[src/sv/line_table_row_encoder_assert.svh]
// assertion macros for the line table row encoder
// no dependencies; taken in by every module that carries assertions
`ifndef LINE_TABLE_ROW_ENCODER_ASSERT_SVH
`define LINE_TABLE_ROW_ENCODER_ASSERT_SVH
`ifndef SYNTH
// property must hold at every clock edge out of reset
`define LTRE_ASSERT(lbl, clk, rstn, prop) \
  lbl: assert property (@(posedge clk) disable iff (!(rstn)) (prop)) \
    else $error("ltre assertion failed");
// condition must never be seen out of reset
`define LTRE_ASSERT_NEVER(lbl, clk, rstn, cond) \
  lbl: assert property (@(posedge clk) disable iff (!(rstn)) !(cond)) \
    else $error("ltre forbidden condition seen");
`else
`define LTRE_ASSERT(lbl, clk, rstn, prop)
`define LTRE_ASSERT_NEVER(lbl, clk, rstn, cond)
`endif
`endif

[src/sv/ltre_pkg.sv]
// shared types, opcodes and constants of the line table row encoder
// no dependencies; used by every module of the block
`timescale 1ns / 1ps

package ltre_pkg;

  // standard opcodes of the line-number program
  localparam logic [7:0] OP_COPY       = 8'd1;
  localparam logic [7:0] OP_ADVANCE_PC = 8'd2;
  localparam logic [7:0] OP_ADVANCE_LN = 8'd3;
  localparam logic [7:0] OP_SET_FILE   = 8'd4;
  localparam logic [7:0] OP_SET_COLUMN = 8'd5;

  // configuration register indexes
  localparam int CFG_IDX_W = 3;
  localparam logic [CFG_IDX_W-1:0] REG_LINE_BASE    = 3'd0;
  localparam logic [CFG_IDX_W-1:0] REG_LINE_RANGE   = 3'd1;
  localparam logic [CFG_IDX_W-1:0] REG_OPCODE_BASE  = 3'd2;
  localparam logic [CFG_IDX_W-1:0] REG_MIN_INST_LEN = 3'd3;

  // register reset values
  localparam logic [7:0] RST_LINE_BASE    = 8'd0;
  localparam logic [7:0] RST_LINE_RANGE   = 8'd0;
  localparam logic [7:0] RST_OPCODE_BASE  = 8'd13;
  localparam logic [7:0] RST_MIN_INST_LEN = 8'd1;
  localparam logic [15:0] RST_FILE   = 16'd1;
  localparam logic [15:0] RST_COLUMN = 16'd0;

  // divider: quotient bits per cycle and cycle count
  localparam int DIVIDEND_W  = 16;
  localparam int DIV_STEPS   = 2;
  localparam int DIV_CYCLES  = DIVIDEND_W / DIV_STEPS;
  localparam int DIV_CNT_W   = $clog2(DIV_CYCLES);
  localparam int PROD_W      = 24;
  localparam int OPC_W       = 26;

  // command queue depth
  localparam int QDEPTH   = 2;
  localparam int QPTR_W   = $clog2(QDEPTH);
  localparam int QCNT_W   = $clog2(QDEPTH + 1);

  // byte sequence phases, one bit each in the pending vector
  localparam int NPHASE = 10;
  typedef enum logic [3:0] {
    PH_FILE_OP  = 4'd0,
    PH_FILE_VAL = 4'd1,
    PH_COL_OP   = 4'd2,
    PH_COL_VAL  = 4'd3,
    PH_SPECIAL  = 4'd4,
    PH_LINE_OP  = 4'd5,
    PH_LINE_VAL = 4'd6,
    PH_PC_OP    = 4'd7,
    PH_PC_VAL   = 4'd8,
    PH_COPY     = 4'd9
  } phase_e;

  typedef enum logic [1:0] {
    FR_IDLE,
    FR_DIV,
    FR_MUL,
    FR_PUSH
  } front_state_e;

  typedef struct packed {
    logic signed [7:0] line_base;
    logic [7:0]        line_range;
    logic [7:0]        opcode_base;
    logic [7:0]        min_inst_length;
  } cfg_t;

  // one classified row, handed from front to back
  typedef struct packed {
    logic              set_file;
    logic [15:0]       file;
    logic              set_col;
    logic [15:0]       col;
    logic              special;
    logic [7:0]        spec_byte;
    logic              line_nz;
    logic signed [15:0] dline;
    logic              pc_nz;
    logic [15:0]       adv;
  } cmd_t;

endpackage

[src/sv/ltre_front.sv]
// front end: accepts rows, divides the address delta, classifies the row
// depends on ltre_pkg and line_table_row_encoder_assert.svh
`timescale 1ns / 1ps
`include "line_table_row_encoder_assert.svh"

module ltre_front (
  input  logic                clk_i,
  input  logic                rst_ni,
  input  ltre_pkg::cfg_t      cfg_i,
  input  logic                in_valid_i,
  output logic                in_stall_o,
  input  logic [15:0]         file_index_i,
  input  logic [15:0]         column_i,
  input  logic signed [15:0]  delta_line_i,
  input  logic [15:0]         delta_pc_i,
  output logic                push_valid_o,
  input  logic                push_ready_i,
  output ltre_pkg::cmd_t      push_cmd_o
);

  ltre_pkg::front_state_e state_q, state_d;
  logic [15:0]        file_q, col_q;
  logic signed [15:0] dl_q;
  logic [ltre_pkg::DIVIDEND_W-1:0] acc_q, acc_d;
  logic [7:0]         rem_q, rem_d;
  logic [ltre_pkg::DIV_CNT_W-1:0] cnt_q;
  logic [ltre_pkg::PROD_W-1:0] prod_q;
  logic [15:0]        cur_file_q, cur_col_q;
  logic [7:0]         divisor;
  logic               accept, push_done;
  logic signed [17:0] rel;
  logic [ltre_pkg::OPC_W-1:0] opc;
  logic               fits;

  function automatic logic signed [17:0] delta_ext(input logic signed [15:0] v);
    return {{2{v[15]}}, v};
  endfunction

  // zero instruction length acts as one
  assign divisor = (cfg_i.min_inst_length == 8'd0) ? 8'd1 : cfg_i.min_inst_length;

  assign accept    = in_valid_i && !in_stall_o;
  assign push_done = push_valid_o && push_ready_i;

  // next state
  always_comb begin
    state_d = state_q;
    case (state_q)
      ltre_pkg::FR_IDLE: if (in_valid_i) state_d = ltre_pkg::FR_DIV;
      ltre_pkg::FR_DIV: begin
        if (cnt_q == ltre_pkg::DIV_CNT_W'(ltre_pkg::DIV_CYCLES - 1)) begin
          state_d = ltre_pkg::FR_MUL;
        end
      end
      ltre_pkg::FR_MUL:  state_d = ltre_pkg::FR_PUSH;
      ltre_pkg::FR_PUSH: if (push_ready_i) state_d = ltre_pkg::FR_IDLE;
      default:           state_d = ltre_pkg::FR_IDLE;
    endcase
  end

  // state outputs
  always_comb begin
    in_stall_o   = 1'b1;
    push_valid_o = 1'b0;
    case (state_q)
      ltre_pkg::FR_IDLE: in_stall_o = 1'b0;
      ltre_pkg::FR_PUSH: push_valid_o = 1'b1;
      default: begin
        in_stall_o   = 1'b1;
        push_valid_o = 1'b0;
      end
    endcase
  end

  // restoring divider, two quotient bits per cycle
  always_comb begin
    logic [8:0] r9;
    acc_d = acc_q;
    rem_d = rem_q;
    for (int s = 0; s < ltre_pkg::DIV_STEPS; s++) begin
      r9    = {rem_d, acc_d[ltre_pkg::DIVIDEND_W-1]};
      acc_d = {acc_d[ltre_pkg::DIVIDEND_W-2:0], 1'b0};
      if (r9 >= {1'b0, divisor}) begin
        rem_d    = 8'(r9 - {1'b0, divisor});
        acc_d[0] = 1'b1;
      end else begin
        rem_d = r9[7:0];
      end
    end
  end

  // special opcode test: rel in range and opcode not above 255
  assign rel  = 18'(delta_ext(dl_q)) - 18'(cfg_i.line_base);
  assign opc  = ltre_pkg::OPC_W'(rel[8:0]) + ltre_pkg::OPC_W'(prod_q)
              + ltre_pkg::OPC_W'(cfg_i.opcode_base);
  assign fits = !rel[17] && (rel < $signed({10'd0, cfg_i.line_range}))
              && (opc <= ltre_pkg::OPC_W'(255));

  // command assembly
  always_comb begin
    push_cmd_o.set_file  = (file_q != cur_file_q);
    push_cmd_o.file      = file_q;
    push_cmd_o.set_col   = (col_q != cur_col_q);
    push_cmd_o.col       = col_q;
    push_cmd_o.special   = fits;
    push_cmd_o.spec_byte = opc[7:0];
    push_cmd_o.line_nz   = (dl_q != 16'sd0);
    push_cmd_o.dline     = dl_q;
    push_cmd_o.pc_nz     = (acc_q != '0);
    push_cmd_o.adv       = acc_q;
  end

  // control registers
  always_ff @(posedge clk_i or negedge rst_ni) begin
    if (!rst_ni) begin
      state_q    <= ltre_pkg::FR_IDLE;
      cnt_q      <= '0;
      cur_file_q <= ltre_pkg::RST_FILE;
      cur_col_q  <= ltre_pkg::RST_COLUMN;
    end else begin
      state_q <= state_d;
      if (accept) begin
        cnt_q <= '0;
      end else if (state_q == ltre_pkg::FR_DIV) begin
        cnt_q <= cnt_q + 1'b1;
      end
      if (push_done) begin
        cur_file_q <= file_q;
        cur_col_q  <= col_q;
      end
    end
  end

  // datapath registers
  always_ff @(posedge clk_i) begin
    if (accept) begin
      file_q <= file_index_i;
      col_q  <= column_i;
      dl_q   <= delta_line_i;
      acc_q  <= delta_pc_i;
      rem_q  <= '0;
    end else if (state_q == ltre_pkg::FR_DIV) begin
      acc_q <= acc_d;
      rem_q <= rem_d;
    end
    if (state_q == ltre_pkg::FR_MUL) begin
      prod_q <= ltre_pkg::PROD_W'(cfg_i.line_range * acc_q);
    end
  end

  `LTRE_ASSERT(a_rem_below_div, clk_i, rst_ni,
    (state_q == ltre_pkg::FR_DIV) |-> ({1'b0, rem_q} < {1'b0, divisor}))
  `LTRE_ASSERT(a_div_to_mul, clk_i, rst_ni,
    (state_q == ltre_pkg::FR_DIV && cnt_q == ltre_pkg::DIV_CNT_W'(ltre_pkg::DIV_CYCLES - 1))
      |=> (state_q == ltre_pkg::FR_MUL))
  `LTRE_ASSERT(a_cur_file_update, clk_i, rst_ni,
    push_done |=> (cur_file_q == $past(file_q) && cur_col_q == $past(col_q)))

endmodule

[src/sv/ltre_queue.sv]
// short command queue between front and back
// depends on ltre_pkg
`timescale 1ns / 1ps

module ltre_queue (
  input  logic           clk_i,
  input  logic           rst_ni,
  input  logic           push_valid_i,
  output logic           push_ready_o,
  input  ltre_pkg::cmd_t push_cmd_i,
  output logic           pop_valid_o,
  input  logic           pop_ready_i,
  output ltre_pkg::cmd_t pop_cmd_o
);

  ltre_pkg::cmd_t entry_q [ltre_pkg::QDEPTH];
  logic [ltre_pkg::QPTR_W-1:0] wr_ptr_q, rd_ptr_q;
  logic [ltre_pkg::QCNT_W-1:0] cnt_q;
  logic push, pop;

  assign push_ready_o = (cnt_q != ltre_pkg::QCNT_W'(ltre_pkg::QDEPTH));
  assign pop_valid_o  = (cnt_q != '0);
  assign pop_cmd_o    = entry_q[rd_ptr_q];
  assign push = push_valid_i && push_ready_o;
  assign pop  = pop_valid_o && pop_ready_i;

  // pointers and fill count
  always_ff @(posedge clk_i or negedge rst_ni) begin
    if (!rst_ni) begin
      wr_ptr_q <= '0;
      rd_ptr_q <= '0;
      cnt_q    <= '0;
    end else begin
      if (push) wr_ptr_q <= wr_ptr_q + 1'b1;
      if (pop)  rd_ptr_q <= rd_ptr_q + 1'b1;
      if (push && !pop) begin
        cnt_q <= cnt_q + 1'b1;
      end else if (pop && !push) begin
        cnt_q <= cnt_q - 1'b1;
      end
    end
  end

  // entry storage
  always_ff @(posedge clk_i) begin
    if (push) entry_q[wr_ptr_q] <= push_cmd_i;
  end

endmodule

[src/sv/ltre_back.sv]
// back end: walks a classified row and sends its program bytes
// depends on ltre_pkg and line_table_row_encoder_assert.svh
`timescale 1ns / 1ps
`include "line_table_row_encoder_assert.svh"

module ltre_back (
  input  logic           clk_i,
  input  logic           rst_ni,
  input  logic           pop_valid_i,
  output logic           pop_ready_o,
  input  ltre_pkg::cmd_t pop_cmd_i,
  output logic           out_valid_o,
  input  logic           out_stall_i,
  output logic [7:0]     out_byte_o,
  output logic           last_byte_o
);

  logic [ltre_pkg::NPHASE-1:0] pend_q, pend_d, en;
  ltre_pkg::cmd_t     cmd_q;
  logic [16:0]        val_q, val_d;
  logic               out_valid_q;
  logic [7:0]         out_byte_q, byte_d;
  logic               last_q, last_d;
  logic               emit, seg_done, load;
  ltre_pkg::phase_e   phase;
  logic [16:0]        rest_u, rest_s;
  logic               done_u, done_s;

  function automatic logic [3:0] low_idx(input logic [ltre_pkg::NPHASE-1:0] v);
    logic [3:0] r;
    r = '0;
    for (int i = ltre_pkg::NPHASE - 1; i >= 0; i--) begin
      if (v[i]) r = 4'(i);
    end
    return r;
  endfunction

  assign load        = (pend_q == '0) && pop_valid_i;
  assign pop_ready_o = (pend_q == '0);
  assign emit        = (pend_q != '0) && (!out_valid_q || !out_stall_i);
  assign phase       = ltre_pkg::phase_e'(low_idx(pend_q));

  // phases that a fresh row enables
  always_comb begin
    en = '0;
    en[ltre_pkg::PH_FILE_OP]  = pop_cmd_i.set_file;
    en[ltre_pkg::PH_FILE_VAL] = pop_cmd_i.set_file;
    en[ltre_pkg::PH_COL_OP]   = pop_cmd_i.set_col;
    en[ltre_pkg::PH_COL_VAL]  = pop_cmd_i.set_col;
    en[ltre_pkg::PH_SPECIAL]  = pop_cmd_i.special;
    en[ltre_pkg::PH_LINE_OP]  = !pop_cmd_i.special && pop_cmd_i.line_nz;
    en[ltre_pkg::PH_LINE_VAL] = !pop_cmd_i.special && pop_cmd_i.line_nz;
    en[ltre_pkg::PH_PC_OP]    = !pop_cmd_i.special && pop_cmd_i.pc_nz;
    en[ltre_pkg::PH_PC_VAL]   = !pop_cmd_i.special && pop_cmd_i.pc_nz;
    en[ltre_pkg::PH_COPY]     = !pop_cmd_i.special;
  end

  // leb128 groups: unsigned and signed continuation tests
  assign rest_u = val_q >> 7;
  assign rest_s = 17'($signed(val_q) >>> 7);
  assign done_u = (rest_u == '0);
  assign done_s = ((rest_s == '0) && !val_q[6]) || ((rest_s == '1) && val_q[6]);

  // byte of the current phase
  always_comb begin
    byte_d   = ltre_pkg::OP_COPY;
    val_d    = val_q;
    seg_done = 1'b1;
    case (phase)
      ltre_pkg::PH_FILE_OP: begin
        byte_d = ltre_pkg::OP_SET_FILE;
        val_d  = {1'b0, cmd_q.file};
      end
      ltre_pkg::PH_COL_OP: begin
        byte_d = ltre_pkg::OP_SET_COLUMN;
        val_d  = {1'b0, cmd_q.col};
      end
      ltre_pkg::PH_LINE_OP: begin
        byte_d = ltre_pkg::OP_ADVANCE_LN;
        val_d  = {cmd_q.dline[15], cmd_q.dline};
      end
      ltre_pkg::PH_PC_OP: begin
        byte_d = ltre_pkg::OP_ADVANCE_PC;
        val_d  = {1'b0, cmd_q.adv};
      end
      ltre_pkg::PH_FILE_VAL, ltre_pkg::PH_COL_VAL, ltre_pkg::PH_PC_VAL: begin
        byte_d   = {!done_u, val_q[6:0]};
        val_d    = rest_u;
        seg_done = done_u;
      end
      ltre_pkg::PH_LINE_VAL: begin
        byte_d   = {!done_s, val_q[6:0]};
        val_d    = rest_s;
        seg_done = done_s;
      end
      ltre_pkg::PH_SPECIAL: byte_d = cmd_q.spec_byte;
      ltre_pkg::PH_COPY:    byte_d = ltre_pkg::OP_COPY;
      default:              byte_d = ltre_pkg::OP_COPY;
    endcase
  end

  // retire a finished phase; last byte when nothing else is pending
  always_comb begin
    pend_d = pend_q;
    if (seg_done) pend_d[phase] = 1'b0;
    last_d = seg_done && (pend_d == '0);
  end

  // sequencer control and output valid
  always_ff @(posedge clk_i or negedge rst_ni) begin
    if (!rst_ni) begin
      pend_q      <= '0;
      out_valid_q <= 1'b0;
    end else begin
      if (load) begin
        pend_q <= en;
      end else if (emit) begin
        pend_q <= pend_d;
      end
      if (emit) begin
        out_valid_q <= 1'b1;
      end else if (!out_stall_i) begin
        out_valid_q <= 1'b0;
      end
    end
  end

  // row, operand and output byte registers
  always_ff @(posedge clk_i) begin
    if (load) cmd_q <= pop_cmd_i;
    if (emit) begin
      val_q      <= val_d;
      out_byte_q <= byte_d;
      last_q     <= last_d;
    end
  end

  assign out_valid_o = out_valid_q;
  assign out_byte_o  = out_byte_q;
  assign last_byte_o = last_q;

  `LTRE_ASSERT(a_row_has_end, clk_i, rst_ni,
    (pend_q != '0) |-> (pend_q[ltre_pkg::PH_SPECIAL] || pend_q[ltre_pkg::PH_COPY]))
  `LTRE_ASSERT_NEVER(a_special_and_copy, clk_i, rst_ni,
    pend_q[ltre_pkg::PH_SPECIAL] && pend_q[ltre_pkg::PH_COPY])
  `LTRE_ASSERT(a_last_ends_row, clk_i, rst_ni,
    (emit && last_d) |=> (pend_q == '0 && last_byte_o))

endmodule

[src/sv/line_table_row_encoder.sv]
// line table row encoder: one row in, its line-number program bytes out
// path: the front's divider and multiplier, the queue, then the byte sequencer
// flow: the front takes a new row only once the last is pushed, bound by the
//   radix-4 address delta divider; back sends a byte per cycle unless stalled
// reset: asynchronous, active low; registers to defaults, file 1, column 0
// depends on ltre_pkg, ltre_front, ltre_queue, ltre_back
`timescale 1ns / 1ps

module line_table_row_encoder (
  input  logic                clk_i,
  input  logic                rst_ni,
  input  logic                cfg_we_i,
  input  logic [2:0]          cfg_idx_i,
  input  logic [7:0]          cfg_data_i,
  input  logic                in_valid_i,
  output logic                in_stall_o,
  input  logic [15:0]         file_index_i,
  input  logic [15:0]         column_i,
  input  logic signed [15:0]  delta_line_i,
  input  logic [15:0]         delta_pc_i,
  output logic                out_valid_o,
  input  logic                out_stall_i,
  output logic [7:0]          out_byte_o,
  output logic                last_byte_o
);

  ltre_pkg::cfg_t cfg_q;
  ltre_pkg::cmd_t push_cmd, pop_cmd;
  logic push_valid, push_ready, pop_valid, pop_ready;

  // configuration registers
  always_ff @(posedge clk_i or negedge rst_ni) begin
    if (!rst_ni) begin
      cfg_q.line_base       <= ltre_pkg::RST_LINE_BASE;
      cfg_q.line_range      <= ltre_pkg::RST_LINE_RANGE;
      cfg_q.opcode_base     <= ltre_pkg::RST_OPCODE_BASE;
      cfg_q.min_inst_length <= ltre_pkg::RST_MIN_INST_LEN;
    end else if (cfg_we_i) begin
      case (cfg_idx_i)
        ltre_pkg::REG_LINE_BASE:    cfg_q.line_base       <= cfg_data_i;
        ltre_pkg::REG_LINE_RANGE:   cfg_q.line_range      <= cfg_data_i;
        ltre_pkg::REG_OPCODE_BASE:  cfg_q.opcode_base     <= cfg_data_i;
        ltre_pkg::REG_MIN_INST_LEN: cfg_q.min_inst_length <= cfg_data_i;
        default: ;
      endcase
    end
  end

  // row intake and classification
  ltre_front u_front (
    .clk_i        (clk_i),
    .rst_ni       (rst_ni),
    .cfg_i        (cfg_q),
    .in_valid_i   (in_valid_i),
    .in_stall_o   (in_stall_o),
    .file_index_i (file_index_i),
    .column_i     (column_i),
    .delta_line_i (delta_line_i),
    .delta_pc_i   (delta_pc_i),
    .push_valid_o (push_valid),
    .push_ready_i (push_ready),
    .push_cmd_o   (push_cmd)
  );

  // decoupling queue
  ltre_queue u_queue (
    .clk_i        (clk_i),
    .rst_ni       (rst_ni),
    .push_valid_i (push_valid),
    .push_ready_o (push_ready),
    .push_cmd_i   (push_cmd),
    .pop_valid_o  (pop_valid),
    .pop_ready_i  (pop_ready),
    .pop_cmd_o    (pop_cmd)
  );

  // byte sequencer
  ltre_back u_back (
    .clk_i       (clk_i),
    .rst_ni      (rst_ni),
    .pop_valid_i (pop_valid),
    .pop_ready_o (pop_ready),
    .pop_cmd_i   (pop_cmd),
    .out_valid_o (out_valid_o),
    .out_stall_i (out_stall_i),
    .out_byte_o  (out_byte_o),
    .last_byte_o (last_byte_o)
  );

endmodule

[config.mk]
export PLATFORM = sky130hd
export DESIGN_NAME = line_table_row_encoder
export DESIGN_NICKNAME = d
export VERILOG_FILES = /design/src/sv/ltre_pkg.sv /design/src/sv/ltre_front.sv /design/src/sv/ltre_queue.sv /design/src/sv/ltre_back.sv /design/src/sv/line_table_row_encoder.sv
export VERILOG_INCLUDE_DIRS = /design/src /design/src/sv
export SDC_FILE = /design/constraint.sdc
export NUM_CORES = 1
export LEC_CHECK = 0
export BUFFER_PORTS_ARGS = -buffer_cell sky130_fd_sc_hd__clkbuf_2
export CAP_MARGIN = 20
export CELL_PAD_IN_SITES_DETAIL_PLACEMENT = 1
export CELL_PAD_IN_SITES_GLOBAL_PLACEMENT = 2
export CORE_ASPECT_RATIO = 0.75
export CORE_MARGIN = 8
export CORE_UTILIZATION = 39
export CTS_CLUSTER_DIAMETER = 150
export DETAILED_ROUTE_END_ITERATION = 6
export PLACE_DENSITY = 0.85
export SYNTH_ARGS = -nofsm -noshare
export SYNTH_HDL_FRONTEND = slang
export SYNTH_SLANG_ARGS = --single-unit
[constraint.sdc]
create_clock -name clk_i -period 4.9 [get_ports clk_i]
set_clock_uncertainty 0.1 [all_clocks]
set_input_delay 0.735 -clock clk_i [delete_from_list [all_inputs] [get_ports clk_i]]
set_output_delay 0.735 -clock clk_i [all_outputs]
set_load 0.01 [all_outputs]
Yosys cells after proc, flatten, opt, wreduce, memory -nomap -nowiden --
Memory sizes are Yosys's and may differ from the RTL's. Index checks and enable logic that the tools add are counted.
Word-level totals: bits in writable memories 154, memories 1, register bits after elaboration 278, logic and storage cells 161, output and inout bits 11
Cells by class: eq/ne operators 23, $add $sub $neg 10, muxes and demuxes 39, reduce and logical (&&, ||, !) cells 50, bitwise logic cells 3, order comparisons 6, multiply operators 1
Memory list:
- u_queue.entry_q | depth 2, bits a word 77, read ports 1, clocked after Yosys merged registers in 0, write ports 1, RTL line ltre_queue.sv:16 | ltre_pkg::cmd_t entry_q [ltre_pkg::QDEPTH];
Operators with widths (number):
- 17-bit case mux with 6 select lines | 1
- 8-bit case mux with 7 select lines | 1
- 4-bit two-way mux | 10
- 17-bit logical NOT | 2
- 16-bit two-way mux | 2
- 16-bit != test | 2
- 16-bit nonzero test | 2
- 10-bit two-way mux | 3
- 26-bit by 8-bit adder with 26-bit output | 1
- 26-bit by 8-bit less-or-equal comparator with 1-bit output (second input constant) | 1
- 9-bit by 24-bit adder with 25-bit output | 1
- 8-bit by 16-bit multiplier with 24-bit output | 1
- 8-bit two-way mux | 3
- 10-bit logical NOT | 2
- 9-bit by 8-bit >= comparator with 1-bit output | 2
- 18-bit by 9-bit < comparator with 1-bit output | 1
- 17-bit == test (second input constant) | 1
- 16-bit by 8-bit subtractor with 17-bit output | 1
- 4-bit by 3-bit == test with 1-bit output (second input constant) | 4
- 8-bit subtractor | 2
- 1-bit logical AND | 14
- 10-bit bitwise AND | 1
- 2-bit two-way mux | 5
- 10-bit inverter | 1
- other kinds (35) | 68

Depth between registers and ports, before layout --
Gate-level depths: netlist of the first run.
depth after elaboration 19, mapped depth 24

Cells and area by module --
Synthesis of the first run repeated with hierarchy kept, for this count alone.
Second synthesis, totals: cells, all modules 1794, area total of the unflattened synthesis 23234.8 µm²
Modules (own cells, without submodules):
- ltre_front | area each 11770.0 µm², times used 1, cells an instance 1175, seq. area each 3729.8 µm²
- ltre_queue | area each 5830.6 µm², times used 1, cells an instance 258, seq. area each 4724.5 µm²
- ltre_back | area each 4405.5 µm², times used 1, cells an instance 291, seq. area each 3218.1 µm²
- line_table_row_encoder | area each 1228.7 µm², times used 1, cells an instance 70, seq. area each 805.8 µm²

Worst setup path before layout of the first run --
No wires, ideal clock.
path type reg-to-reg, from reg cfg_q[23] (netlist bit), to reg u_front.prod_q[22] (netlist bit), data pin, stages on the path, launching flop included 18, setup time 0.258 ns, path slack -0.150 ns, arrival time 4.693 ns, cell sequence dfrtp_1 -> clkbuf_1 -> nand2_1 -> fa_1 -> inv_1 -> fa_1 -> fa_1 -> fa_1 -> ha_1 -> a21oi_1 -> nor2_1 -> a21oi_1 -> a31oi_1 -> a41o_1 -> o41ai_1 -> o21bai_1 -> a21oi_1 -> xnor2_1
Between the ends: cells in the longest elaborated chain, start to end 1
Ends and longest elaborated chain:
- start, declared | RTL line line_table_row_encoder.sv:27 | ltre_pkg::cfg_t cfg_q;
- 8-bit by 16-bit multiplier with 24-bit output | RTL line ltre_front.sv:147 | prod_q <= ltre_pkg::PROD_W'(cfg_i.line_range * acc_q);
- end signal, assigned | RTL line ltre_front.sv:147
- end, declared | RTL line ltre_front.sv:27 | logic [ltre_pkg::PROD_W-1:0] prod_q;
Every way passes these cells. A chain may end at the register's enable or synchronous reset.

Worst setup path in the final report of the first run --
from reg cfg_q[19] (netlist bit), to reg u_front.prod_q[22] (netlist bit), data pin
Same word-level chain as after synthesis.

==> out/summary.txt, run 1 <==
HPWL Detailed: 51400 µm
Drt drc: 0
RSZ-0062 raised after global routing: yes
Nets: 2531
Synth Flop Type: edfxtp_1
Max Cap Viol: 0
DR iter-0 viols: 1447
Count leader, synth: edfxtp_1
Outcome: complete, but fails checks
Pre-CTS setup slack: -590 ps
I/O pin count: 91
CP max FO: 5
Vias per cell: 5.47
Hold-fix buffers, CTS: 0
Rows: 77
Crit-path most repeated cell: fa_1
Die Y: 228 µm
Vias: 16800
Final worst slack: -98.1 ps
Min Tclk post-route: 5000 ps
FF+latch count, synth: 432
Largest cells by area after synthesis: edfxtp_1 (44%), dfrtp_1 (8.5%), fa_1 (7.6%)
M3 GR Usage: 0.0341
Worst path required time: 5160 ps
Initial antenna violation count: 3
CTS buffer count: 44
Clock slew at reported path FFs: 70 ps
Slowest stage cell, crit path: fa_1
Cell variety after synth: 84
Failing checks: negative setup slack
CTS tree: done
Die Footprint: 0.0680 mm²
DRT Wirelength: 72900 µm
Gr usage total: 0.203
Largest net degree at the start of global routing: 78
Total global routing overflow: 0
Yosys warning total: 0
Met2 Resource Use GR: 0.319
Nature of the critical path endpoint: register
Async set or reset register ratio after synthesis: 0.194
Register area share after synthesis: 0.535
H-tree levels: 2
Post-Syn Nets: 2221
Antenna-violating nets left: 0
Arr. time, crit path: 5250 ps
Final RePlAce weighted congestion: 0.882
CP Class: register to register
Fraction of layout cells with a size suffix above 1: 0.290
Fin crit share: 1.02
Drt pass-1 iters: 5
Final Hold Vio Count: 0
IO buf count: 90
Cells after Synth: 1944
Non-Filler Instances: 3081
Post-synth EDFFs: 340
CTS max path bufs: 3
CTS root buf: clkbuf_16
Area leader, netlist: edfxtp_1
GR Layer Usage met1: 0.294
Worst setup SP type: register
Area growth from synthesis to layout: 23.2%
Core area: 0.0591 mm²
Crit-path cells: clkbuf_4 > and2_1 > fa_1 > fa_1 > fa_1 > fa_1 > ha_4 > buf_4 > nand2_2 > nor2_1 > o211ai_1 > a31oi_2 > a41o_1 > o41ai_2 > o21bai_1 > a21oi_1 > xnor2_1
Die Width: 298 µm
Vias in the first global route: 17900
Placed cells: 2905
Final setup fails: 5
Slew Limit Fails: 0
Setup TNS Final: -293 ps
Worst Tran Pin Value: 1020 ps
Global-route wire length before repair: 109000 µm
Top cell type's share of synthesized area: 0.438
Max_slew headroom: 0.319
Initial Util: 0.395
Synth cell count leaders: edfxtp_1 (340), nand2_1 (295), inv_1 (156)
Wirelength per Cell: 23.7 µm
Min-Delay Path Class: input port to asynchronous set/reset pin
Max stage delay on crit path: 580 ps
Worst skew pair latency: 610 ps
Busiest grt layer: met2
Peak Freq: 200 MHz
Cell Area, Synth: 0.0233 mm²
Clock sinks: 432
Post-Syn Area per Cell: 12.0 µm²
==> timing repair <==
item	in CTS	in global routing
setup buffers	60	34
endpoints found under the setup margin	16	18
hold endpoints to repair	0	0
pin swaps	71	66
resized for setup	105	91
==> kinds of logic after synthesis <==
logic type / after synthesis / share of synthesized area
AND/OR/NAND/NOR: 593 / 0.118
flip-flops: 432 / 0.535
AO/OA/AOI/OAI: 292 / 0.0861
buffers and inverters: 220 / 0.0355
adder cells (fa/ha/maj): 198 / 0.135
multiplexers: 118 / 0.0562
XOR/XNOR: 91 / 0.0342
==> area by class of cell <==
type / instances / area [µm²]
Antenna cell: 1 / 2.50
Inverter: 157 / 592
Tap cell: 790 / 988
Multi-Input combinational cell: 1292 / 10900
Clock inverter: 24 / 229
Timing Repair Buffer: 327 / 2360
Fill cell: 6158 / 30300
Sequential cell: 432 / 12500
Clock buffer: 58 / 1210
==> path summary, 6_finish.rpt <==
check,slack (ps),depth (start not counted),startpoint,to
hold / removal,70,1,rst_ni,u_queue.cnt_q[0]$_DFFE_PN0P_
setup reg to reg,-100,17,cfg_q[19]$_DFFE_PN0P_,u_front.prod_q[22]$_DFFE_PP_
max in group asynchronous,3480,2,rst_ni,cfg_q[19]$_DFFE_PN0P_
hold reg to reg,400,2,u_front.cur_col_q[13]$_DFFE_PN0P_,u_front.cur_col_q[13]$_DFFE_PN0P_
setup / recovery,-100,17,cfg_q[19]$_DFFE_PN0P_,u_front.prod_q[22]$_DFFE_PP_
min in group clk_i,210,1,delta_line_i[1],u_front.dl_q[1]$_DFFE_PP_
==> state kept, by name, indices dropped and copies added, names as in the netlist <==
name                flops
u_queue.cnt_q           2
u_front.file_q         16
u_front.cur_file_q     16
u_queue.rd_ptr_q        1
u_front.prod_q         24
u_back.out_valid_o      1
u_back.val_q           17
u_front.col_q          16
u_queue.wr_ptr_q        1
u_front.cnt_q           3
u_back.cmd_q           72
u_back.last_byte_o      1
u_front.state_q         2
u_back.out_byte_o       8
u_front.dl_q           16
u_queue.entry_q       154
cfg_q                  32
u_front.rem_q           8
u_front.cur_col_q      16
u_back.pend_q          10
u_front.acc_q          16
==> metal layers <==
metal	share of wire	routed length [µm]	vias to the layer above
met4	0.023	1680	2
met5	0.00016	12	-
li1	-	-	7508
met1	0.46	33400	8661
met3	0.064	4660	116
met2	0.45	33100	552
==> cells in the final DEF (no fill, tap or decap), types with 44 or more instances in the layout <==
cell type / count
clkbuf_16: 44
xor2_1: 47
buf_4: 212
mux2_2: 99
fa_1: 80
and2_1: 52
dfrtp_1: 73
inv_1: 145
ha_1: 81
clkbuf_2: 89
edfxtp_1: 340
nor2_1: 81
nand2_1: 289
o21ai_0: 60
==> per-stage QoR <==
stage               instance area, µm²   util  hold slack, ps
global route                     28700  0.487             112
floorplan                        23300      -             339
CTS                              28000  0.474            77.2
global placement                 25700  0.434             354
finish                           28700  0.487            71.8
detailed placement               25700  0.434             387
==> critical path, delay by kind of cell, from the launching register on <==
kind,cells,cell delay [ps]
compound gates,6,1190
xor+xnor,1,90
fa+ha+maj,5,2220
buf+inv,2,360
flops,1,460
simple gates,3,320
Power of run 1 is not shown: default switching activity piles up to over one toggle a cycle in this logic, so the estimate is an artifact.
==> run 2, diff against run 1 <==
--- a/config.mk
+++ b/config.mk
@@ -6,13 +6,14 @@
 export SDC_FILE = /design/constraint.sdc
 export NUM_CORES = 1
 export LEC_CHECK = 0
+export ABC_AREA = 1
 export BUFFER_PORTS_ARGS = -buffer_cell sky130_fd_sc_hd__clkbuf_2
 export CAP_MARGIN = 20
 export CELL_PAD_IN_SITES_DETAIL_PLACEMENT = 1
 export CELL_PAD_IN_SITES_GLOBAL_PLACEMENT = 2
 export CORE_ASPECT_RATIO = 0.75
 export CORE_MARGIN = 8
-export CORE_UTILIZATION = 39
+export CORE_UTILIZATION = 37
 export CTS_CLUSTER_DIAMETER = 150
 export DETAILED_ROUTE_END_ITERATION = 6
 export PLACE_DENSITY = 0.85
==> run 2 against run 1 <==
The flow now finishes without violations. Worst hold slack gained 30 ps. Die area rose by 10%. Synthesized cell count grew 27%. Global-route usage down 1.8 points. Sequential cell count unchanged. Critical path depth is 12 higher.
==> out/summary.txt, run 2 <==
Crit-path most repeated cell: nand2_1 (was fa_1)
Core area: 0.0663 mm² (was 0.0591 mm²)
M3 GR Usage: 0.0393 (was 0.0341)
CTS tree: done (unchanged)
Final Hold Vio Count: 0 (unchanged)
Yosys warning total: 0 (unchanged)
Final RePlAce weighted congestion: 0.881 (was 0.882)
Area leader, netlist: edfxtp_1 (unchanged)
CP max FO: 7 (was 5)
Fraction of layout cells with a size suffix above 1: 0.169 (was 0.290)
Largest cells by area after synthesis: edfxtp_1 (42%), nand2_1 (10%), dfrtp_1 (8.0%) (was edfxtp_1 (44%), dfrtp_1 (8.5%), fa_1 (7.6%))
Clock sinks: 432 (unchanged)
CP Class: register to register (unchanged)
Hold-fix buffers, CTS: 0 (unchanged)
CTS max path bufs: 3 (unchanged)
Met2 Resource Use GR: 0.275 (was 0.319)
Wirelength per Cell: 20.0 µm (was 23.7 µm)
IO buf count: 90 (unchanged)
Vias in the first global route: 19000 (was 17900)
Die Footprint: 0.0751 mm² (was 0.0680 mm²)
Outcome: complete, no violations (was complete, but fails checks)
Slowest stage cell, crit path: edfxtp_1 (was fa_1)
Setup TNS Final: 0 ps (was -293 ps)
Min Tclk post-route: 4710 ps (was 5000 ps)
Largest register by flop count: u_queue.entry_q (unchanged)
Total global routing overflow: 0 (unchanged)
Global-route wire length before repair: 109000 µm (about the same)
RSZ-0062 raised after global routing: yes (unchanged)
Max stage delay on crit path: 430 ps (was 580 ps)
Worst path required time: 5220 ps (was 5160 ps)
Register area share after synthesis: 0.507 (was 0.535)
Count leader, synth: nand2_1 (was edfxtp_1)
CTS buffer count: 44 (unchanged)
Multi-input combinational cell area: 0.0108 mm² (was 0.0109 mm²)
Initial Util: 0.371 (was 0.395)
Fin crit share: 0.962 (was 1.02)
Post-Syn Area per Cell: 9.99 µm² (was 12.0 µm²)
Cells after Synth: 2462 (was 1944)
Fillers: 7494 (was 6158)
DRT Wirelength: 70600 µm (was 72900 µm)
Max_slew headroom: 0.364 (was 0.319)
I/O pin count: 91 (unchanged)
Clock slew at reported path FFs: 60 ps (was 70 ps)
Busiest grt layer: met1 (was met2)
Largest register FFs: 154 (unchanged)
Gr usage total: 0.185 (was 0.203)
Post-Syn Nets: 2739 (was 2221)
Slew Limit Fails: 0 (unchanged)
Arr. time, crit path: 5030 ps (was 5250 ps)
Min-Delay Path Class: input port to asynchronous set/reset pin (unchanged)
Worst Tran Pin Value: 953 ps (was 1020 ps)
Largest regs: u_queue.entry_q (154), u_back.cmd_q (72), cfg_q (32) (unchanged)
HPWL Detailed: 54100 µm (was 51400 µm)
Async set or reset register ratio after synthesis: 0.194 (unchanged)
Sequential cell area: 0.0125 mm² (about the same)
Area growth from synthesis to layout: 15.3% (was 23.2%)
Final setup fails: 0 (was 5)
Cell variety after synth: 60 (was 84)
Drt pass-1 iters: 6 (was 5)
Most frequent cells in the layout: nand2_1 (667), inv_1 (353), edfxtp_1 (340) (was edfxtp_1 (340), nand2_1 (289), buf_4 (212))
Post-synth EDFFs: 340 (unchanged)
Worst skew pair latency: 580 ps (was 610 ps)
Nets: 2891 (was 2531)
Top cell type's share of synthesized area: 0.415 (was 0.438)
Commonest non-fill, non-tap cell in the layout: nand2_1 (was edfxtp_1)
Die Y: 239 µm (was 228 µm)
Synth cell count leaders: nand2_1 (676), inv_1 (359), edfxtp_1 (340) (was edfxtp_1 (340), nand2_1 (295), inv_1 (156))
FF+latch count, synth: 432 (unchanged)
Drt drc: 0 (unchanged)
Cell Area, Synth: 0.0246 mm² (was 0.0233 mm²)
Die Width: 314 µm (was 298 µm)
Vias: 18000 (was 16800)
Initial antenna violation count: 2 (was 3)
Worst setup SP type: register (unchanged)
Max Cap Viol: 0 (unchanged)
Peak Freq: 212 MHz (was 200 MHz)
Synth Flop Type: edfxtp_1 (unchanged)
Rows: 82 (was 77)
Hold Slack: 101 ps (was 71.8 ps)
Largest net degree at the start of global routing: 78 (unchanged)
GR Layer Usage met1: 0.280 (was 0.294)
Antenna-violating nets left: 0 (unchanged)
Nature of the critical path endpoint: register (unchanged)
Vias per cell: 5.09 (was 5.47)
DR iter-0 viols: 1369 (was 1447)
H-tree levels: 2 (unchanged)
CTS root buf: clkbuf_16 (unchanged)
-- run 2: cell count changes after synthesis, moves of 27 or more --
cell / delta
and2_1: -57
inv_1: +203
nand2_1: +381
nand3_1: +104
nand4_1: +27
mux2_2: -29
-- run 2: final cells by class --
cell class	count	share of cell area
inverter	375	0.0497
multi-input combinational	1588	0.380
timing repair buffer	173	0.0388
clock inverter	20	0.00856
clock buffer	62	0.0441
antenna	2	0.000176
sequential	432	0.440
tap	882	0.0389
-- run 2: metrics by stage --
step           instance area (µm²)  setup slack, ps   util  std cells
6_report                     28400              188  0.428       3534
5_1_grt                      28400             -101  0.428       3532
4_1_cts                      28000             33.3  0.422       3517
3_5_place_dp                 26400             -114  0.399       3433
3_3_place_gp                 26400            0.326  0.399       3433
2_1_floorplan                24600             7.11      -       2462
-- run 2: worst paths after layout --
check	startpoint	end	slack [ps]	depth (start not counted)
worst max-delay path	u_front.dl_q[0]$_DFFE_PP_	u_queue.entry_q[0][42]$_DFFE_PP_	190	29
worst min-delay path	rst_ni	u_front.cur_file_q[10]$_DFFE_PN0P_	100	1
worst max register to register	u_front.dl_q[0]$_DFFE_PP_	u_queue.entry_q[0][42]$_DFFE_PP_	190	29
worst min register to register	u_front.rem_q[5]$_SDFFE_PP0P_	u_front.rem_q[5]$_SDFFE_PP0P_	370	2
max in group asynchronous	rst_ni	cfg_q[30]$_DFFE_PN0P_	3540	2
min in group clk_i	file_index_i[13]	u_front.file_q[13]$_DFFE_PP_	220	1
-- run 2: routing by layer --
metal  routed length [µm]  part of all wire
met4                  930             0.013
met1                34800              0.49
met3                 4770             0.068
met5                    0                 0
met2                30100              0.43
-- run 2: logic make-up after synthesis --
logic type               synth area share
AND/OR/NAND/NOR                     0.180
buffers and inverters              0.0681
flip-flops                          0.507
AO/OA/AOI/OAI                      0.0512
adder cells (fa/ha/maj)             0.127
XOR/XNOR                           0.0306
multiplexers                       0.0351
-- run 2: worst max-delay path, delay by kind of cell (launching register included) --
family,cells,cell delay (ps)
xor+xnor,2,450
compound gates,1,170
buf+inv,5,430
simple gates,17,1740
flops,1,430
fa+ha+maj,4,1250
-- run 2: timing repair --
| item | in CTS | in global routing |
|---|---|---|
| pin swaps | 1 | 19 |
| gates resized for setup | 9 | 67 |
| buffers inserted | 2 | 15 |
| setup endpoints to repair | 4 | 20 |
Power of run 2 is left out for the same reason.
==> run 3, diff against run 2 <==
--- a/config.mk
+++ b/config.mk
@@ -6,14 +6,13 @@
 export SDC_FILE = /design/constraint.sdc
 export NUM_CORES = 1
 export LEC_CHECK = 0
-export ABC_AREA = 1
-export BUFFER_PORTS_ARGS = -buffer_cell sky130_fd_sc_hd__clkbuf_2
+export BUFFER_PORTS_ARGS = -buffer_cell sky130_fd_sc_hd__buf_2
 export CAP_MARGIN = 20
 export CELL_PAD_IN_SITES_DETAIL_PLACEMENT = 1
 export CELL_PAD_IN_SITES_GLOBAL_PLACEMENT = 2
 export CORE_ASPECT_RATIO = 0.75
 export CORE_MARGIN = 8
-export CORE_UTILIZATION = 37
+export CORE_UTILIZATION = 39
 export CTS_CLUSTER_DIAMETER = 150
 export DETAILED_ROUTE_END_ITERATION = 6
 export PLACE_DENSITY = 0.85
==> run 3 against run 2 <==
The flow now finishes with violations (negative setup slack). Sequential cell count unchanged. Design area increased by 1.8%. Core utilization increased by 6.1 points. Critical path type unchanged. Die area decreased by 9.4%. Highest routed layer is now met5. Critical endpoint is now u_queue.entry_q[1][42]$_DFFE_PP_. Final cell count decreased by 13%. Via count decreased by 6.8%. Sequential share of layout area decreased by 0.75 points.
==> out/summary.txt, run 3 (synthesized netlist as in run 1, its figures left out) <==
Wirelength per Cell: 23.3 µm (was 20.0 µm)
I/O pin count: 91 (unchanged)
Max Cap Viol: 0 (unchanged)
Die Width: 298 µm (was 314 µm)
Largest register FFs: 154 (unchanged)
Global-route wire length before repair: 108000 µm (was 109000 µm)
Min-Delay Path Class: input port to asynchronous set/reset pin (unchanged)
IO buf count: 90 (unchanged)
Nets: 2532 (was 2891)
Fraction of layout cells with a size suffix above 1: 0.291 (was 0.169)
Worst path bufs/invs: 5 (unchanged)
Hold-fix buffers, CTS: 0 (unchanged)
Initial Util: 0.395 (was 0.371)
Crit-path cells: inv_2 > ha_4 > inv_2 > fa_2 > a211oi_4 > buf_4 > buf_4 > o21ai_0 > a31oi_2 > xnor2_2 > ha_4 > nand2_1 > buf_4 > nor2_1 > mux2i_1 > a2111oi_4 > o211ai_1 > o311ai_1 > a21oi_1 > and4_4
CP Class: register to register (unchanged)
Rows: 77 (was 82)
Min Tclk post-route: 4990 ps (was 4710 ps)
Multi-input combinational cell area: 0.0108 mm² (about the same)
Peak Freq: 201 MHz (was 212 MHz)
Outcome: complete, but fails checks (was complete, no violations)
Crit-path most repeated cell: buf_4 (was nand2_1)
Largest register by flop count: u_queue.entry_q (unchanged)
Failing checks: negative setup slack
CP max FO: 6 (was 7)
Gr usage total: 0.202 (was 0.185)
Nature of the critical path endpoint: register (unchanged)
RSZ-0062 raised after global routing: yes (unchanged)
Worst skew pair latency: 610 ps (was 580 ps)
Slew Limit Fails: 0 (unchanged)
Final worst slack: -86.8 ps (was 188 ps)
Hold Slack: 119 ps (was 101 ps)
Max stage delay on crit path: 500 ps (was 430 ps)
Final RePlAce weighted congestion: 0.876 (was 0.881)
Core area: 0.0591 mm² (was 0.0663 mm²)
Largest net degree at the start of global routing: 80 (was 78)
CTS max path bufs: 3 (unchanged)
Die Footprint: 0.0680 mm² (was 0.0751 mm²)
Total global routing overflow: 0 (unchanged)
CTS root buf: clkbuf_16 (unchanged)
Setup TNS Final: -281 ps (was 0 ps)
DR iter-0 viols: 1297 (was 1369)
Clock sinks: 432 (unchanged)
Worst path required time: 5140 ps (was 5220 ps)
H-tree levels: 2 (unchanged)
CTS tree: done (unchanged)
Final instance area: 0.0289 mm² (was 0.0284 mm²)
Drt drc: 0 (unchanged)
Sequential cell area: 0.0125 mm² (about the same)
Fin crit share: 1.02 (was 0.962)
Final Hold Vio Count: 0 (unchanged)
Fillers: 6100 (was 7494)
Antenna-violating nets left: 0 (unchanged)
Area growth from synthesis to layout: 23.7% (was 15.3%)
HPWL Detailed: 50700 µm (was 54100 µm)
N_diodes: 0 (was 2)
Placed inst area: 0.0257 mm² (was 0.0264 mm²)
Commonest non-fill, non-tap cell in the layout: edfxtp_1 (was nand2_1)
Clock slew at reported path FFs: 70 ps (was 60 ps)
Max_slew headroom: 0.325 (was 0.364)
Vias: 16800 (was 18000)
Initial antenna violation count: 5 (was 2)
Top Family by Delay on Critical Path: compound AO/OA/AOI/OAI gates (was simple AND/OR/NAND/NOR gates)
Die Y: 228 µm (was 239 µm)
Vias in the first global route: 17800 (was 19000)
Drt pass-1 iters: 5 (was 6)
Arr. time, crit path: 5230 ps (was 5030 ps)
Worst Tran Pin Value: 1000 ps (was 953 ps)
Worst setup SP type: register (unchanged)
Vias per cell: 5.44 (was 5.09)
Final setup fails: 4 (was 0)
Pre-CTS setup slack: -525 ps (was -114 ps)
DRT Wirelength: 71900 µm (was 70600 µm)
CTS buffer count: 45 (was 44)
Most frequent cells in the layout: edfxtp_1 (340), nand2_1 (288), buf_4 (206) (was nand2_1 (667), inv_1 (353), edfxtp_1 (340))
Slowest stage cell, crit path: a2111oi_4 (was edfxtp_1)
Largest regs: u_queue.entry_q (154), u_back.cmd_q (72), cfg_q (32) (unchanged)
## run 3: cell count changes in the layout (fill, tap and decap cells not counted), moves of 23 or more
| cell | delta |
|---|---|
| inv_1 | -210 |
| buf_2 | +89 |
| buf_4 | +126 |
| nand2_2 | -23 |
| nand4_1 | -27 |
| mux2_2 | +25 |
| clkbuf_2 | -89 |
| and2_1 | +48 |
| nand3_1 | -103 |
| nand2_1 | -379 |
## run 3: cell type report
cell class | instances | share of cell area
clock inverters | 23 | 0.0121
multi-input cells | 1292 | 0.375
inverters | 157 | 0.0204
flip-flops and latches | 432 | 0.433
repair buffers | 327 | 0.0835
well taps | 790 | 0.0342
clock buffers | 61 | 0.0418
## run 3: path summary, 6_finish.rpt
| check | start | to | slack, ps | cells past startpoint |
|---|---|---|---|---|
| worst min-delay path | rst_ni | u_back.pend_q[0]$_DFFE_PN0P_ | 120 | 1 |
| worst min register to register | u_front.cur_file_q[0]$_DFFE_PN1P_ | u_front.cur_file_q[0]$_DFFE_PN1P_ | 390 | 2 |
| worst max-delay path | u_front.dl_q[0]$_DFFE_PP_ | u_queue.entry_q[1][42]$_DFFE_PP_ | -90 | 20 |
| worst max register to register | u_front.dl_q[0]$_DFFE_PP_ | u_queue.entry_q[1][42]$_DFFE_PP_ | -90 | 20 |
| max in group asynchronous | rst_ni | cfg_q[20]$_DFFE_PN0P_ | 3480 | 2 |
| min in group clk_i | delta_line_i[1] | u_front.dl_q[1]$_DFFE_PP_ | 210 | 1 |
## run 3: metal layers
| layer | vias up | GRT usage | wire (µm) |
|---|---|---|---|
| met3 | 108 | 0.0431 | 4960 |
| met1 | 8628 | 0.288 | 32600 |
| met5 | - | 0 | 11 |
| met2 | 504 | 0.312 | 32800 |
| met4 | 2 | 0.0492 | 1580 |
| li1 | 7518 | - | - |
## run 3: timing repair
action	4_1_cts	5_1_grt
hold endpoints to repair	0	0
buffers inserted	59	39
setup endpoints to repair	15	18
pin swaps	72	96
gates resized for setup	85	118
## run 3: stage by stage
stage | utilization | std cells
floorplan | - | 1944
global placement | 0.435 | 2902
detailed placement | 0.435 | 2902
CTS | 0.475 | 3045
global route | 0.489 | 3082
finish | 0.489 | 3082
## run 3: worst register-to-register path: cells and delay by family (launching register included)
kind / cells / cell delay (ps)
simple gates: 3 / 420
mux: 1 / 180
compound gates: 7 / 2040
buf+inv: 5 / 540
flops: 1 / 410
xor+xnor: 1 / 170
fa+ha+maj: 3 / 870
Power of run 3 is left out for the same reason.
